[config.mk]
export PLATFORM = sky130hd
export DESIGN_NAME = lpm_ctrl
export DESIGN_NICKNAME = d
export VERILOG_FILES = /design/src/rtl/core/lpm_pkg.sv /design/src/rtl/core/lpm_ctrl.sv
export SDC_FILE = /design/constraint.sdc
export NUM_CORES = 1
export LEC_CHECK = 0
export ABC_CLOCK_PERIOD_IN_PS = 1300
export BUFFER_PORTS_ARGS = -buffer_cell sky130_fd_sc_hd__buf_4
export CAP_MARGIN = 25
export CORE_AREA = 2 2 39 41
export DETAILED_ROUTE_END_ITERATION = 8
export DIE_AREA = 0 0 41 43
export GPL_ROUTABILITY_DRIVEN = 0
export HOLD_SLACK_MARGIN = 0.1
export PLACE_DENSITY = 0.43
export SLEW_MARGIN = 10
export SYNTH_ARGS = -nofsm -noshare
export SYNTH_HDL_FRONTEND = slang
export SYNTH_SLANG_ARGS = --single-unit
export TNS_END_PERCENT = 5
[constraint.sdc]
create_clock -name clk_i -period 1.3 [get_ports clk_i]
set_input_delay 0.065 -clock clk_i [delete_from_list [all_inputs] [get_ports clk_i]]
set_output_delay 0.065 -clock clk_i [all_outputs]
set_load 0.02 [all_outputs]
[src/rtl/core/lpm_pkg.sv]
// ----------------------------------------------------------------------------
// lpm_pkg
// Shared types and constants of the longest prefix match route table.
// ----------------------------------------------------------------------------
package lpm_pkg;

  // default table depth
  localparam int unsigned ENTRIES_DEF = 64;

  // field widths
  localparam int unsigned ADDR_W  = 32;
  localparam int unsigned IFACE_W = 4;

  // packed stream widths, padded to whole bytes
  localparam int unsigned IN_FIELDS_W  = 4 * ADDR_W + IFACE_W;
  localparam int unsigned IN_DATA_W    = ((IN_FIELDS_W + 7) / 8) * 8;
  localparam int unsigned OUT_FIELDS_W = 3 * ADDR_W + IFACE_W;
  localparam int unsigned OUT_DATA_W   = ((OUT_FIELDS_W + 7) / 8) * 8;

  // item kind carried in the input tuser
  typedef enum logic {
    OP_INSERT = 1'b0,
    OP_LOOKUP = 1'b1
  } op_e;

  // result status carried in the output tuser
  typedef enum logic [1:0] {
    STATUS_INSERTED = 2'd0,
    STATUS_FULL     = 2'd1,
    STATUS_HIT      = 2'd2,
    STATUS_MISS     = 2'd3
  } status_e;

  // controller states
  typedef enum logic [1:0] {
    ST_IDLE,
    ST_SCAN,
    ST_DRAIN,
    ST_FINISH
  } state_e;

  // one stored route
  typedef struct packed {
    logic [IFACE_W-1:0] iface;
    logic [ADDR_W-1:0]  mask;
    logic [ADDR_W-1:0]  gateway;
    logic [ADDR_W-1:0]  destination;
  } route_t;

  // controller to datapath
  typedef struct packed {
    logic latch;   // capture the accepted item, restart the scan
    logic rd_en;   // read the next table entry
    logic load;    // build the result into the output register
  } cmd_t;

  // datapath to controller
  typedef struct packed {
    logic in_lookup;   // item on the input is a lookup
    logic count_zero;  // table holds no route
    logic last_idx;    // the read index is at the last held route
    logic out_free;    // output register can take a result
  } sts_t;

endpackage

[src/rtl/core/lpm_ctrl.sv]
// ----------------------------------------------------------------------------
// lpm_ctrl
// Sequencer: accepts an item, walks the table for lookups and hands the
// result to the output register.
// ----------------------------------------------------------------------------
module lpm_ctrl (
  input  logic          clk_i,
  input  logic          rst_ni,
  input  logic          s_axis_tvalid_i,
  output logic          s_axis_tready_o,
  input  lpm_pkg::sts_t sts_i,
  output lpm_pkg::cmd_t cmd_o
);

  lpm_pkg::state_e state_q, state_d;

  // state register
  always_ff @(posedge clk_i or negedge rst_ni) begin
    if (!rst_ni) begin
      state_q <= lpm_pkg::ST_IDLE;
    end else begin
      state_q <= state_d;
    end
  end

  // next state and commands
  always_comb begin
    state_d         = state_q;
    s_axis_tready_o = 1'b0;
    cmd_o           = '0;
    unique case (state_q)
      lpm_pkg::ST_IDLE: begin
        s_axis_tready_o = 1'b1;
        if (s_axis_tvalid_i) begin
          cmd_o.latch = 1'b1;
          if (sts_i.in_lookup && !sts_i.count_zero) begin
            state_d = lpm_pkg::ST_SCAN;
          end else begin
            state_d = lpm_pkg::ST_FINISH;
          end
        end
      end
      lpm_pkg::ST_SCAN: begin
        cmd_o.rd_en = 1'b1;
        if (sts_i.last_idx) begin
          state_d = lpm_pkg::ST_DRAIN;
        end
      end
      lpm_pkg::ST_DRAIN: begin
        // last read data is compared in this cycle
        state_d = lpm_pkg::ST_FINISH;
      end
      lpm_pkg::ST_FINISH: begin
        if (sts_i.out_free) begin
          cmd_o.load = 1'b1;
          state_d    = lpm_pkg::ST_IDLE;
        end
      end
      default: begin
        state_d = lpm_pkg::ST_IDLE;
      end
    endcase
  end

endmodule

# Word-level counts from Yosys, hierarchy flattened
# Index checks and enable logic that the tools add are counted.
[op_classes] n_mux=11 eq_ne=6 n_reduce_logical=4
[op_table] op="2-bit 2-to-1 mux" n=4
[op_table] op="2-bit one-hot mux with 4 select lines" n=1
[op_table] op="1-bit 2-to-1 mux" n=6
[op_table] op="2-bit inequality test, second input constant" n=3
[op_table] op="2-bit == test, second input constant" n=2
[op_table] op="3-bit AND reduction" n=1
[op_table] op="2-bit by 1-bit == test with 1-bit output, second input constant" n=1
[op_table] op="2-bit zero test" n=1
[op_table] op="1-bit logical AND" n=1
[op_table] op="1-bit zero test" n=1
[totals] regBits=2 output_inout_bits=4 wordCells=22 input_bits=7

# Longest topological paths before layout
# Gate-level depths: netlist (run 1).
[depth] ltp_word=5 ltp_mapped=5 mapped_depth_nobuf=5

# Least setup slack after synthesis (run 1)
# OpenSTA, ideal clock, no wires.
[synth_path] path_type="reg-to-reg" startpoint="register state_q[0]" endpoint="register state_q[0]" arrival_time_ps=1431 slack_ps=-210 stages_incl_launch_ff=5 setup_time_ps=79 required_ps=1221 path_cell_list="dfrtp_1 > inv_1 > ha_1 > a222oi_1 > mux2i_1"
[synth_via] elab_chain_cells=3
[synth_rtl] element="from (decl)" line_no="lpm_ctrl.sv:15" rtl="lpm_pkg::state_e state_q, state_d;"
[synth_rtl] element="from (signal assigned)" line_no="lpm_ctrl.sv:20" rtl="state_q <= lpm_pkg::ST_IDLE;"
[synth_rtl] element="from (signal assigned)" line_no="lpm_ctrl.sv:22" rtl="state_q <= state_d;"
[synth_rtl] element="2-bit by 1-bit == test with 1-bit output, or another cell as far along" line_no="lpm_ctrl.sv:31" rtl="unique case (state_q)"
[synth_rtl] element="2-bit inequality test (no source line)"
[synth_rtl] element="3-bit AND reduction (no source line)"
# Several ways; a longest one is shown, not always the timed one.
# A chain may end at the register's enable or synchronous reset.

# Worst setup path in the final report (run 1)
[layout_path] startpoint="register state_q[0]" endpoint="register state_q[1]"
# The elaborated chain is that of the path after synthesis.

==> reports/results.tsv, run 1 <==
metric	value	unit
total power	1.03	mW
antenna violations before repair	0	
relative slew slack	80.2	%
first-pass GRT wire length	869	um
FILL cells	153	
most frequent cells in the layout	16 x buf_4, 4 x buf_6, 3 x clkbuf_4	
area of the multi-input gates	144	um^2
final WL	574	um
IR drop worst, VDD	0.882	mV
Yosys top cell area share	27.8	%
sw frac	37.3	%
worst setup path class	register to register	
Max Cap Viol	0	
num ports	11	
violated checks	setup timing	
largest net degree at the start of global routing	6	
Fin Clk Skew	0.000268	ns
RSZ-0062 raised after global routing	true	
share of cells above drive strength 1	74.4	%
number of diodes	0	
die height	43	um
Storage cell area	50.0	um^2
vias after detailed routing	224	
Yosys top cell by area	dfrtp_1	
DR WL/cell	9.73	um
Cell Count, Final, Fillers Out	59	
worst skew pair latency	0.22	ns
worst setup margin	-0.130	ns
area of the core	0.00138	mm^2
total die area	0.00176	mm^2
Nets	56	
crit path capture type	register	
largest registers	state_q (2)	
Largest register FFs	2	
placed cell count	53	
commonest non-fill, non-tap cell in the layout	buf_4	
mean post-synth cell area	9.48	um^2
die width	41	um
clock sink count	2	
Root Driver	clkbuf_4	
Comb power frac	73.9	%
Top reg by flops	state_q	
Placement Setup Slack	-0.0925	ns
Seq/Total Area, Yosys	27.8	%
initial DRC count	2	
# setup viols final	4	
hpwl dp	404	um
gr ovfl total	0	
crit share post-route	110	%
Setup crit start kind	register	
drt drc	0	
Avg Vias per Cell	3.80	
total negative slack	-0.329	ns
Psw	0.384	mW
Tightest Pin Transition	0.297	ns
endpoints failing hold	0	
Seq pwr share	12.9	%
status	complete, but fails checks	
Post-Syn Instances	19	
Internal	0.647	mW
max-slew violation total from the final report	0	
Core Rows	14	
leak pwr	0.219	nW
Initial Util	13.0	%
Final ANT Viol Nets	0	
crit-path max FO	3	
Area Overhead vs Synth	140	%
clock share of power	13.2	%
syn nets	30	
drt pass-1 iters	4	
Hold/Removal Path Class	primary input to async pin	
H-tree Lvls	1	
TritonCTS clock tree	built	
Unique masters post-synth	11	
clock-pin slew on the worst setup and hold paths	0.03	ns
Worst EP required	1.43	ns
FF+latch count, synth	2	
vias in the first global route	253	
Syn Std Cell Area	180	um^2
Syn. warnings	0	
gr usage total	7.63	%
Port-buffer cells	10	
highest clock rate	699	MHz
reg2reg setup slack	-0.13	ns
Power Density	2390	mW/mm^2
Clock Path Buffers	2	
CP Data Arrival Time	1.56	ns
CTS Buf Count	3	
Area contributors post-synth	dfrtp_1 28%, ha_1 28%, mux2i_1 11%, inv_1 8.3%, a222oi_1 5.6%	
min Tclk post-route	1.43	ns
## layer usage
layer	global-route usage [%]	share of wire [%]	vias up	wire length [um]
met5	0	0	-	0
li1	-	-	110	-
met4	6.00	0	0	0
met3	3.14	8.9	0	51
met1	6.11	36	103	208
met2	13.1	55	11	313
## cell type report
| type | instances | share of cell area, % |
|---|---|---|
| clock buffers | 3 | 5.22 |
| repair buffers | 21 | 40.6 |
| inverters | 5 | 4.64 |
| well taps | 16 | 4.64 |
| flip-flops and latches | 2 | 11.6 |
| multi-input cells | 12 | 33.3 |
## power groups by stage
stage	logic [mW]	registers, mW	clock network, mW
6_report	0.762	0.133	0.136
5_1_grt	0.836	0.135	0.155
4_1_cts	0.705	0.130	0.147
3_5_place_dp	0.610	0.127	0
3_3_place_gp	0.597	0.126	0
2_1_floorplan	0.312	0.123	0
## synthesized netlist by cell type
| master | n |
|---|---|
| ha_1 | 4 |
| inv_1 | 4 |
| dfrtp_1 | 2 |
| mux2i_1 | 2 |
| a222oi_1 | 1 |
| and2_1 | 1 |
| and2_2 | 1 |
| clkinvlp_2 | 1 |
| nand3b_1 | 1 |
| nor2_1 | 1 |
| o21ai_0 | 1 |
## per-stage QoR
| step | hold slack [ns] | util (%) | cell area (um^2) |
|---|---|---|---|
| floorplan | -0.231 | - | 195 |
| detailed placement | -0.151 | 25.3 | 350 |
| finish | 0.160 | 31.2 | 432 |
| CTS | 0.148 | 30.5 | 422 |
| global route | 0.163 | 31.2 | 432 |
| global placement | -0.153 | 25.3 | 350 |
## logic make-up (layout without fill, tap and decap cells)
group / count (synthesis) / after routing / share of synthesized area [%]
adder cells (fa/ha/maj): 4 / 4 / 27.8
multiplexers: 2 / 2 / 11.1
AO/OA/AOI/OAI: 2 / 2 / 8.33
buffers and inverters: 5 / 29 / 11.1
flip-flops: 2 / 2 / 27.8
AND/OR/NAND/NOR: 4 / 4 / 13.9
## critical path, stage by stage (launching register included)
cell	delay, ns
dfrtp_1	0.39
inv_2	0.07
ha_4	0.16
a222oi_1	0.32
buf_4	0.19
mux2i_1	0.20
## final timing paths
path / to / from / cells after the start
worst max-delay path: state_q[1] / state_q[0] / 5
worst min-delay path: state_q[1] / rst_ni / 2
worst max register to register: state_q[1] / state_q[0] / 5
worst min register to register: state_q[1] / state_q[1] / 3
max in group asynchronous: state_q[0] / rst_ni / 2
min in group clk_i: state_q[1] / sts_i[3] / 4
## what timing repair did
action	CTS	global route
endpoints found under the hold margin	2	0
hold buffers	1	0
resized for setup	6	3
buffers inserted	2	0
pin swaps	1	2
setup endpoints to repair	4	4
gates cloned	0	0
No activity file was read; power rests on OpenSTA's default activity.
==> run 2, diff against run 1 <==
--- a/config.mk
+++ b/config.mk
@@ -13,7 +13,8 @@
 export DIE_AREA = 0 0 41 43
 export GPL_ROUTABILITY_DRIVEN = 0
 export HOLD_SLACK_MARGIN = 0.1
-export PLACE_DENSITY = 0.43
+export MAX_ROUTING_LAYER = met4
+export PLACE_DENSITY_LB_ADDON = 0.3
 export SLEW_MARGIN = 10
 export SYNTH_ARGS = -nofsm -noshare
 export SYNTH_HDL_FRONTEND = slang
==> run 2 against run 1 <==
Compared with the run above:
- the flow still finishes with violations (setup timing)
- critical path depth fell by 1
- via count fell by 13%
- wire length fell by 27%
- utilization fell by 4.1 points
- flip-flop and latch count did not move
- largest power group unchanged
==> reports/results.tsv, run 2 (synthesized netlist as in run 1, its figures left out) <==
metric	value	unit	change
area of the core	0.00138	mm^2	unchanged
Worst EP required	1.44	ns	about the same
Final ANT Viol Nets	0		unchanged
gr usage total	6.28	%	-1.4 points
drt pass-1 iters	4		unchanged
clock share of power	16.4	%	+3.2 points
vias after detailed routing	194		-13%
Top reg by flops	state_q		
highest clock rate	739	MHz	+5.7%
DR WL/cell	7.62	um	-22%
leak pwr	0.197	nW	-10%
RSZ-0062 raised after global routing	true		
crit share post-route	104	%	-6.0 points
sw frac	38.2	%	+0.95 points
crit-path max FO	3		unchanged
max-slew violation total from the final report	0		unchanged
worst setup path class	register to register		
largest registers	state_q (2)		
Max Cap Viol	0		unchanged
Post-Route Utilization	27.1	%	-4.1 points
worst reg-to-reg path cell count	4		-1
num ports	11		unchanged
violated checks	setup timing		
min Tclk post-route	1.35	ns	-0.0774 ns
hpwl dp	340	um	-16%
Hold WS	0.159	ns	-0.000223 ns
Largest register FFs	2		unchanged
Root Driver	clkbuf_4		
FILL cells	149		-2.6%
largest net degree at the start of global routing	6		unchanged
status	complete, but fails checks		
worst setup margin	-0.0525	ns	+0.0774 ns
H-tree Lvls	1		unchanged
Psw	0.321	mW	-16%
final WL	419	um	-27%
vias in the first global route	177		-30%
IR drop worst, VDD	0.683	mV	-23%
drt drc	0		unchanged
CP Data Arrival Time	1.49	ns	-0.07 ns
clock-pin slew on the worst setup and hold paths	0.03	ns	about the same
most frequent cells in the layout	15 x buf_4, 3 x clkbuf_4		
Storage cell area	50.0	um^2	unchanged
Port-buffer cells	10		unchanged
relative slew slack	82.4	%	+2.2 points
Initial Util	13.0	%	unchanged
Tightest Pin Transition	0.264	ns	-0.0328 ns
commonest non-fill, non-tap cell in the layout	buf_4		
Comb power frac	68.6	%	-5.3 points
Setup crit start kind	register		
die height	43	um	unchanged
Clock Path Buffers	2		unchanged
Internal	0.519	mW	-20%
worst skew pair latency	0.22	ns	about the same
TritonCTS clock tree	built		
Nets	52		-7.1%
antenna violations before repair	0		unchanged
total die area	0.00176	mm^2	unchanged
# setup viols final	2		-2
initial DRC count	5		+3
gr ovfl total	0		unchanged
endpoints failing hold	0		unchanged
share of cells above drive strength 1	66.7	%	-7.8 points
first-pass GRT wire length	641	um	-26%
Seq pwr share	15.0	%	+2.1 points
Power Density	2240	mW/mm^2	-6.3%
Hold/Removal Path Class	primary input to async pin		
Core Rows	14		unchanged
Placement Setup Slack	-0.0851	ns	+0.00739 ns
crit path capture type	register		
area of the multi-input gates	129	um^2	-10%
Area Overhead vs Synth	108	%	
die width	41	um	unchanged
CTS Buf Count	3		unchanged
clock sink count	2		unchanged
Fin Clk Skew	0.00154	ns	+0.00128 ns
reg2reg setup slack	-0.05	ns	+0.08 ns
Avg Vias per Cell	3.53		-7.1%
number of diodes	0		unchanged
-- run 2: final cells by class --
cell class	instances	area share (%)
repair buffers	17	35.7
inverters	5	5.33
clock buffers	3	6.00
flip-flops and latches	2	13.3
well taps	16	5.33
multi-input cells	12	34.3
-- run 2: critical path, stage by stage, from the launching register on --
cell and delay, ns:
dfrtp_1 0.40, ha_2 0.20, a222oi_1 0.30, buf_4 0.18
mux2i_1 0.19
-- run 2: worst paths after layout --
check,startpoint,to
min reg2reg,state_q[1],state_q[1]
max reg2reg,state_q[0],state_q[1]
max in group asynchronous,rst_ni,state_q[1]
min,rst_ni,state_q[0]
max,state_q[0],state_q[1]
min in group clk_i,sts_i[3],state_q[1]
-- run 2: metal layers --
metal  routed length [um]  share of wire (%)  GRT usage, %  vias up
met1                  161                 38          5.47       83
met5                    0                  0             -        -
li1                     -                  -             -      102
met2                  211                 50          8.13        9
met4                    0                  0          10.0        0
met3                   46                 11          1.57        0
-- run 2: repair_timing --
action | in CTS | in global routing
endpoints found under the setup margin | 3 | 3
buffers inserted | 1 | 0
hold buffers | 1 | 0
gates resized for setup | 3 | 1
hold endpoints to repair | 2 | 0
pin swaps | 2 | 0
-- run 2: through the flow --
step	power (mW)	TNS [ns]	cells	cell area [um^2]
finish	0.840	-0.0977	55	375
global route	0.933	-0.292	55	375
CTS	0.857	-0.186	55	374
detailed placement	0.671	-0.165	50	328
global placement	0.664	-0.152	50	328
floorplan	0.436	-0.200	19	195
-- run 2: power by group through the flow --
stage          Clock, mW  Combinational (mW)  Sequential, mW
2_1_floorplan          0               0.312           0.123
3_3_place_gp           0               0.538           0.126
3_5_place_dp           0               0.547           0.124
4_1_cts            0.149               0.581           0.127
5_1_grt            0.153               0.651           0.129
6_report           0.137               0.577           0.126
==> run 3, diff against run 2 <==
--- a/config.mk
+++ b/config.mk
@@ -15,7 +15,8 @@
 export HOLD_SLACK_MARGIN = 0.1
 export MAX_ROUTING_LAYER = met4
 export PLACE_DENSITY_LB_ADDON = 0.3
-export SLEW_MARGIN = 10
+export SETUP_SLACK_MARGIN = 0.02
+export SLEW_MARGIN = 20
 export SYNTH_ARGS = -nofsm -noshare
 export SYNTH_HDL_FRONTEND = slang
 export SYNTH_SLANG_ARGS = --single-unit
==> run 3 against run 2 <==
Compared with the run above:
- the run still ends with setup timing left
- setup slack worse by 0.013 ns
- via count is the same
- hold slack did not move
- clock skew did not move
- non-clock buffer count is the same
- sequential share of layout area is 0.26 points lower
- flip-flop and latch count is the same
- wire length grew 1.2%
- utilization grew 0.54 points
- die area unchanged
- global-route usage is the same
- largest cell class unchanged
==> reports/results.tsv, run 3 (synthesized netlist as in run 1, its figures left out) <==
metric	value	unit	change
status	complete, but fails checks		
violated checks	setup timing		
placed cell count	50		unchanged
gr ovfl total	0		unchanged
highest clock rate	733	MHz	-0.93%
initial DRC count	5		unchanged
worst skew pair latency	0.22	ns	about the same
num ports	11		unchanged
worst setup margin	-0.0651	ns	-0.0126 ns
commonest non-fill, non-tap cell in the layout	buf_4		
max-slew violation total from the final report	0		unchanged
drt pass-1 iters	4		unchanged
Internal	0.534	mW	+2.8%
Largest register FFs	2		unchanged
clock-pin slew on the worst setup and hold paths	0.03	ns	about the same
leak pwr	0.199	nW	+1.1%
Worst EP required	1.44	ns	about the same
Initial Util	13.0	%	unchanged
crit path capture type	register		
vias after detailed routing	194		unchanged
Seq pwr share	15.0	%	about the same
number of diodes	0		unchanged
RSZ-0062 raised after global routing	true		
# setup viols final	2		unchanged
worst setup path class	register to register		
IR drop worst, VDD	0.742	mV	+8.6%
final WL	424	um	+1.2%
gr usage total	6.28	%	unchanged
reg2reg setup slack	-0.07	ns	about the same
largest registers	state_q (2)		
Hold/Removal Path Class	primary input to async pin		
vias in the first global route	177		unchanged
Setup crit start kind	register		
Psw	0.328	mW	+2.2%
first-pass GRT wire length	641	um	unchanged
clock sink count	2		unchanged
Root Driver	clkbuf_4		
CTS Buf Count	3		unchanged
Port-buffer cells	10		unchanged
Nets	52		unchanged
Avg Vias per Cell	3.53		unchanged
Top reg by flops	state_q		
endpoints failing hold	0		unchanged
largest net degree at the start of global routing	6		unchanged
Final ANT Viol Nets	0		unchanged
sw frac	38.1	%	-0.15 points
H-tree Lvls	1		unchanged
hpwl dp	340	um	unchanged
Comb power frac	69.0	%	+0.4 points
relative slew slack	82.4	%	unchanged
CP Data Arrival Time	1.50	ns	about the same
FILL cells	152		+2.0%
Area Overhead vs Synth	112	%	
die height	43	um	unchanged
crit-path max FO	3		unchanged
FF-to-FF End	state_q[1]		
DR WL/cell	7.71	um	+1.2%
R2R Path Start	state_q[1]		
antenna violations before repair	0		unchanged
TritonCTS clock tree	built		
min Tclk post-route	1.37	ns	+0.0126 ns
die width	41	um	unchanged
Fin Clk Skew	0.00154	ns	unchanged
Clock Path Buffers	2		unchanged
crit share post-route	105	%	+0.97 points
Power Density	2250	mW/mm^2	+0.54%
Tightest Pin Transition	0.264	ns	unchanged
most frequent cells in the layout	13 x buf_4, 3 x clkbuf_4, 3 x buf_6		
Core Rows	14		unchanged
worst reg-to-reg path cell count	5		+1
total negative slack	-0.116	ns	-0.0186 ns
drt drc	0		unchanged
Cell Count, Final, Fillers Out	55		unchanged
clock share of power	15.9	%	-0.5 points
share of cells above drive strength 1	66.7	%	unchanged
area of the core	0.00138	mm^2	unchanged
Max Cap Viol	0		unchanged
total die area	0.00176	mm^2	unchanged
run 3: cell counts in the layout (fill, tap and decap cells not counted):
Identical to the previous run, type by type.
run 3: timing repair:
item                                    4_1_cts  5_1_grt
endpoints found under the setup margin        4        4
setup buffers                                 1        0
hold endpoints to repair                      2        0
pin swaps                                     2        0
hold buffers                                  1        0
resized for setup                             3        3
run 3: layout make-up:
class / count / area, um^2 / area share, %
repair buffers: 17 / 141 / 36.9
flip-flops and latches: 2 / 50.0 / 13.1
clock buffers: 3 / 22.5 / 5.88
well taps: 16 / 20.0 / 5.23
multi-input cells: 12 / 129 / 33.7
inverters: 5 / 20.0 / 5.23
run 3: worst max path at each step:
stage	start	to	slack, ns	cells past startpoint
2_1_floorplan	state_q[1]	state_q[0]	-0.10	4
3_3_place_gp	state_q[0]	state_q[0]	-0.09	5
3_5_place_dp	state_q[0]	state_q[1]	-0.09	5
4_1_cts	state_q[0]	state_q[1]	-0.08	5
5_1_grt	state_q[0]	state_q[0]	-0.13	5
6_report	state_q[1]	state_q[1]	-0.07	5
run 3: per-layer routing:
| metal | wire, um | part of all wire (%) | track usage (%) |
|---|---|---|---|
| met2 | 213 | 50 | 8.13 |
| met1 | 165 | 39 | 5.47 |
| met3 | 44 | 10 | 1.57 |
| met5 | 0 | 0 | - |
| met4 | 0 | 0 | 10.0 |
run 3: critical path: stages, from the launching register on:
cell and delay (ns):
dfrtp_1 0.36, inv_2 0.07, ha_2 0.18, a222oi_1 0.30, buf_4 0.18, mux2i_1 0.19
run 3: through the flow:
| step | utilization [%] | setup WS (ns) | hold WS [ns] | cell area, um^2 | power (mW) |
|---|---|---|---|---|---|
| floorplan | - | -0.100 | -0.231 | 195 | 0.436 |
| global placement | 23.7 | -0.0909 | -0.150 | 328 | 0.664 |
| detailed placement | 23.7 | -0.0851 | -0.150 | 328 | 0.671 |
| CTS | 27.0 | -0.0763 | 0.148 | 374 | 0.857 |
| global route | 27.7 | -0.129 | 0.167 | 383 | 0.954 |
| finish | 27.7 | -0.0651 | 0.159 | 383 | 0.862 |
run 3: power by group through the flow:
stage / Combinational, mW / Sequential, mW / Clock, mW
2_1_floorplan: 0.312 / 0.123 / 0
3_3_place_gp: 0.538 / 0.126 / 0
3_5_place_dp: 0.547 / 0.124 / 0
4_1_cts: 0.581 / 0.127 / 0.149
5_1_grt: 0.668 / 0.132 / 0.153
6_report: 0.595 / 0.130 / 0.137
